[src/hdl/fpa_div_cell.sv]
// One restoring-division step of the divider chain.
// Takes one numerator bit into the partial remainder and emits one quotient bit.
// Standalone; no package needed.
`default_nettype none

module fpa_div_cell #(
	parameter int REM_BITS = 32,
	parameter int NQ_BITS  = 40
) (
	input  logic                clk,
	input  logic                en,
	input  logic [REM_BITS-1:0] rem_i,
	input  logic [NQ_BITS-1:0]  nq_i,
	input  logic [REM_BITS-1:0] den_i,
	output logic [REM_BITS-1:0] rem_o,
	output logic [NQ_BITS-1:0]  nq_o,
	output logic [REM_BITS-1:0] den_o
);

	logic [REM_BITS:0]   trial;
	logic                fits;
	logic [REM_BITS-1:0] rem_q;
	logic [NQ_BITS-1:0]  nq_q;
	logic [REM_BITS-1:0] den_q;

	// Shift in the next numerator bit and try the subtract
	assign trial = {rem_i, nq_i[NQ_BITS-1]};
	assign fits  = trial >= {1'b0, den_i};

	// Advance remainder, numerator/quotient word and divisor
	always_ff @(posedge clk) begin
		if (en) begin
			rem_q <= fits ? REM_BITS'(trial - {1'b0, den_i}) : trial[REM_BITS-1:0];
			nq_q  <= {nq_i[NQ_BITS-2:0], fits};
			den_q <= den_i;
		end
	end

	assign rem_o = rem_q;
	assign nq_o  = nq_q;
	assign den_o = den_q;

endmodule

`default_nettype wire

[config.mk]
export PLATFORM = sky130hd
export DESIGN_NAME = fpa_div_cell
export DESIGN_NICKNAME = d
export VERILOG_FILES = /design/src/hdl/fpa_div_cell.sv
export SDC_FILE = /design/constraint.sdc
export NUM_CORES = 1
export LEC_CHECK = 0
export BUFFER_PORTS_ARGS = -buffer_cell sky130_fd_sc_hd__buf_2
export CAP_MARGIN = 20
export CORE_ASPECT_RATIO = 1.4
export CORE_MARGIN = 2
export CORE_UTILIZATION = 45
export CTS_CLUSTER_DIAMETER = 50
export CTS_CLUSTER_SIZE = 16
export DETAILED_ROUTE_END_ITERATION = 12
export HOLD_SLACK_MARGIN = 0.08
export PLACE_DENSITY = 0.82
export SYNTH_ARGS = -nofsm -noshare
export SYNTH_HDL_FRONTEND = slang
export SYNTH_SLANG_ARGS = --single-unit
[constraint.sdc]
create_clock -name clk -period 2.75 [get_ports clk]
set_input_delay 0.55 -clock clk [delete_from_list [all_inputs] [get_ports clk]]
set_output_delay 0.55 -clock clk [all_outputs]
set_load 0.005 [all_outputs]
== After elaboration in Yosys (flattened, before gate mapping) ==
Cells that the tools add are included.
Storage, ports and cells
  register bits: 104
  output and inout port bits: 104
  logic and storage cells: 6
Operators by class
  add/sub/neg operators: 1
  order comparisons: 1
  muxes and demuxes: 1
Operators with widths (number)
  33-bit by 32-bit greater-or-equal comparator with 1-bit output: 1
  32-bit 2-to-1 mux: 1
  32-bit subtractor: 1

== Depth between registers and ports, before layout ==
  depth after elaboration: 2
  mapped depth: 13
  mapped depth without buffers: 11

== Worst setup path before layout ==
OpenSTA, ideal clock, no wires.
  path kind: input to register
  from: in den_i[23]
  to: reg rem_q[14], in the netlist rem_o[14] (data pin)
  setup time: 0.260 ns
  data arrival time: 2.642 ns
  slack: -0.152 ns
  cell stages on the path: 11
  buffers on the path: 2
  cell sequence: inv_1 -> ha_1 -> buf_6 -> and3_1 -> o21a_1 -> a311oi_2 -> o21ai_1 -> or3b_1 -> o21a_1 -> buf_6 -> mux2_4
On the way
  longest elaborated chain between the ends: 2
Ends and longest elaborated chain
  start, declared: line 14  | input logic [REM_BITS-1:0] den_i,
  33-bit by 32-bit greater-or-equal comparator with 1-bit output: line 28  | assign fits = trial >= {1'b0, den_i};
  32-bit 2-to-1 mux: line 33  | rem_q <= fits ? REM_BITS'(trial - {1'b0, den_i}) : trial[REM_BITS-1:0];
  end signal, assigned: line 33
  end, declared: line 22  | logic [REM_BITS-1:0] rem_q;
Every way passes these cells.
A chain may end at the register's enable or synchronous reset.

== Final worst setup path ==
  from: in den_i[23]
  to: reg rem_q[2], in the netlist rem_o[2] (data pin)
Same word-level chain as after synthesis.

==> metrics.md <==
| Metric | Value |
|---|---|
| Sw Pwr | 1.22 mW |
| WHS Endpoint | nq_o[21] |
| CP endpoint kind | register |
| Hpwl dp | 11600 um |
| Diodes inserted | 0 |
| Sink Count | 104 |
| Via density | 5.21 |
| Synth top area share | 57.3% |
| Routed WL | 15000 um |
| Initial antenna violation count | 0 |
| Met2 Use GR | 43.6% |
| RSZ-0062 raised after global routing | yes |
| Final worst path period share | 98.5% |
| Internal | 3.26 mW |
| Critical Path AT | 2800 ps |
| Placed cells | 906 |
| Post-synth top cells | edfxtp_1, a21oi_1, inv_1, nor2_1, ha_1 |
| Synth Area per Inst | 11.8 um2 |
| Ports | 210 |
| Initial drt markers | 324 |
| Type of the worst min-delay path | in2reg |
| Filler cells | 902 |
| H-tree levels | 3 |
| Die ar. | 13000 um2 |
| Pleak | 3.63 nW |
| Fin cells | 922 |
| Synth Register Bits | 104 |
| Unique cell type count in the Yosys netlist | 49 |
| First-pass DRT Iterations | 5 |
| Power Density | 568 nW/um2 |
| Overflow left after global routing | 0 |
| Worst-path fanout max | 10 |
| Post-DR wirelength/cell | 16.3 um |
| Final Max Tran Viols | 0 |
| Post-Syn Nets | 602 |
| Clk slew on worst S/H paths | 70 ps |
| Nets@finish | 910 |
| Status | finished clean |
| Syn Inst Count | 463 |
| Final GP Congestion | 0.908 |
| CTS tree | yes |
| First-pass GRT wire length | 23000 um |
| Util after Layout | 66.8% |
| Worst vdd ir | 0.284 mV |
| Max_cap viols | 0 |
| Final Setup Violations | 0 |
| Measured slew at the worst slew-check pin | 586 ps |
| Largest net degree at the start of global routing | 105 |
| Initial Utilization | 46.1% |
| Hold path startpoint | nq_i[20] |
| Seq/Total Area, Yosys | 57.3% |
| Netlist Area Pre-Place | 5450 um2 |
| Fin Setup TNS | 0 ps |
| Fin. Hold Viols | 0 |
| Vias in the first global route | 5002 |
| Synth area leaders | edfxtp_1, ha_1, a21oi_1, inv_1, xnor2_1 |
| Clock power share | 29.2% |
| Worst EP required | 2840 ps |
| Critical Path Source Type | input pin |
| Num rows | 47 |
| Remaining antenna violation count | 0 |
| Pwr Total | 4.49 mW |
| Clock root cell | clkbuf_16 |
| Yosys warns | 0 |
| Max Freq | 0.369 GHz |
| Hold slack final | 374 ps |
| Routing usage on met1 | 22.7% |
| Ys async rst share | 0% |
| Gr usage total | 22.1% |
| Layout cells sized above 1 | 48.6% |
| Gate power share | 26.4% |
| Via count | 4801 |
| Final Critical Period | 2710 ps |
| Post-synth EDFFs | 104 |
| Sw Share | 27.2% |
| Most frequent cell after synthesis | edfxtp_1 |
| DIE WIDTH | 97.0 um |
| Global-route met3 utilization | 4.06% |
| Height of the die | 134 um |
| Cts hold-fix bufs | 0 |
| Max clock buf depth | 2 |
| Grt peak-use layer | met2 |
| Core ar. | 11800 um2 |
| Largest area contributor in the netlist | edfxtp_1 |
| Synth-to-layout area growth | 44.9% |
| # DRC | 0 |
| Register share of total power | 44.4% |
| Slew HR | 61.0% |
| Top FF cell, synth | edfxtp_1 |
| Hold path cells | 1 |
| CTS buffer count | 9 |
| CP Class | in2reg |
| Buffers on Ports | 209 |
-- kinds of logic after synthesis --
kind of cell	share of synthesized area, %
AOI/OAI and AO/OA	13.4
xor gates and xnor gates	4.18
adders and majority gates	7.71
DFF	57.3
buffers and inverters	5.21
and+or+nand+nor	9.60
muxes	2.57
-- sequential cells by signal (all words and copies together), names as in the netlist --
register and count:
nq_o 40, rem_o 32, den_o 32
-- placed cells by master, fill, tap and decap left out, types with 4 or more instances in the layout --
cell,instances
xor2_1,10
a21o_1,8
a21oi_1,48
o21ai_0,16
nand2_1,24
buf_4,102
ha_4,4
clkbuf_16,9
nand3_1,8
inv_1,43
buf_2,207
mux2_4,8
o21a_1,5
ha_1,27
buf_6,4
edfxtp_1,104
nor2_2,5
a21oi_2,6
o21bai_1,5
nand4_1,8
nor2_1,32
nand2b_1,7
xnor2_1,16
-- worst max-delay path by stage --
stage          startpoint        end  cells after the start
2_1_floorplan   den_i[23]  rem_o[14]                     11
3_3_place_gp     nq_i[39]  rem_o[30]                     12
3_5_place_dp     nq_i[39]  rem_o[30]                     12
4_1_cts          rem_i[1]  rem_o[31]                     10
5_1_grt          den_i[7]  rem_o[30]                     11
6_report        den_i[23]   rem_o[2]                     13
-- power groups by stage --
stage / registers [mW] / logic (mW) / clock network [mW]
after global placement: 2.02 / 1.08 / 0
after global routing: 2.00 / 1.28 / 1.39
final: 1.99 / 1.18 / 1.31
after CTS: 1.99 / 1.14 / 1.33
after floorplan: 2.05 / 0.522 / 0
after detailed placement: 2.02 / 1.12 / 0
-- worst max-delay path, cell delays in order --
cell and delay [ps]:
buf_4 130, inv_12 30, ha_4 250, a21o_1 170, o21a_1 190, a311oi_2 260
o21ai_2 100, or3b_1 380, o21a_2 240, buf_6 150, buf_4 140, nor2_1 110
a21oi_1 70
-- per-stage QoR --
stage | instance area [um2] | worst slack (ps)
CTS | 7770 | 0.383
floorplan | 5540 | -82.6
detailed placement | 7440 | -421
global placement | 7440 | -344
global route | 7900 | -32.2
finish | 7900 | 41.2
-- per-layer routing --
metal / up-vias / part of all wire, %
met5: - / 0
met4: 0 / 2.8
met3: 33 / 5.4
met2: 208 / 56
met1: 2261 / 36
li1: 2299 / -
-- layout make-up --
type                       count  area [um2]  share of cell area, %
clock buffer                   9         225                   2.85
multi-input combinational    296        2240                   28.3
tap                          147         184                   2.33
inverter                      46         185                   2.34
clock inverter                 6        77.6                  0.982
timing repair buffer         314        1870                   23.6
sequential                   104        3120                   39.5
-- repair_timing --
item,in CTS,in global routing
hold endpoints to repair,0,0
pin swaps,2,9
setup buffers,0,1
setup endpoints to repair,14,28
gates resized for setup,6,29
Power figures use the tool's default switching activity.
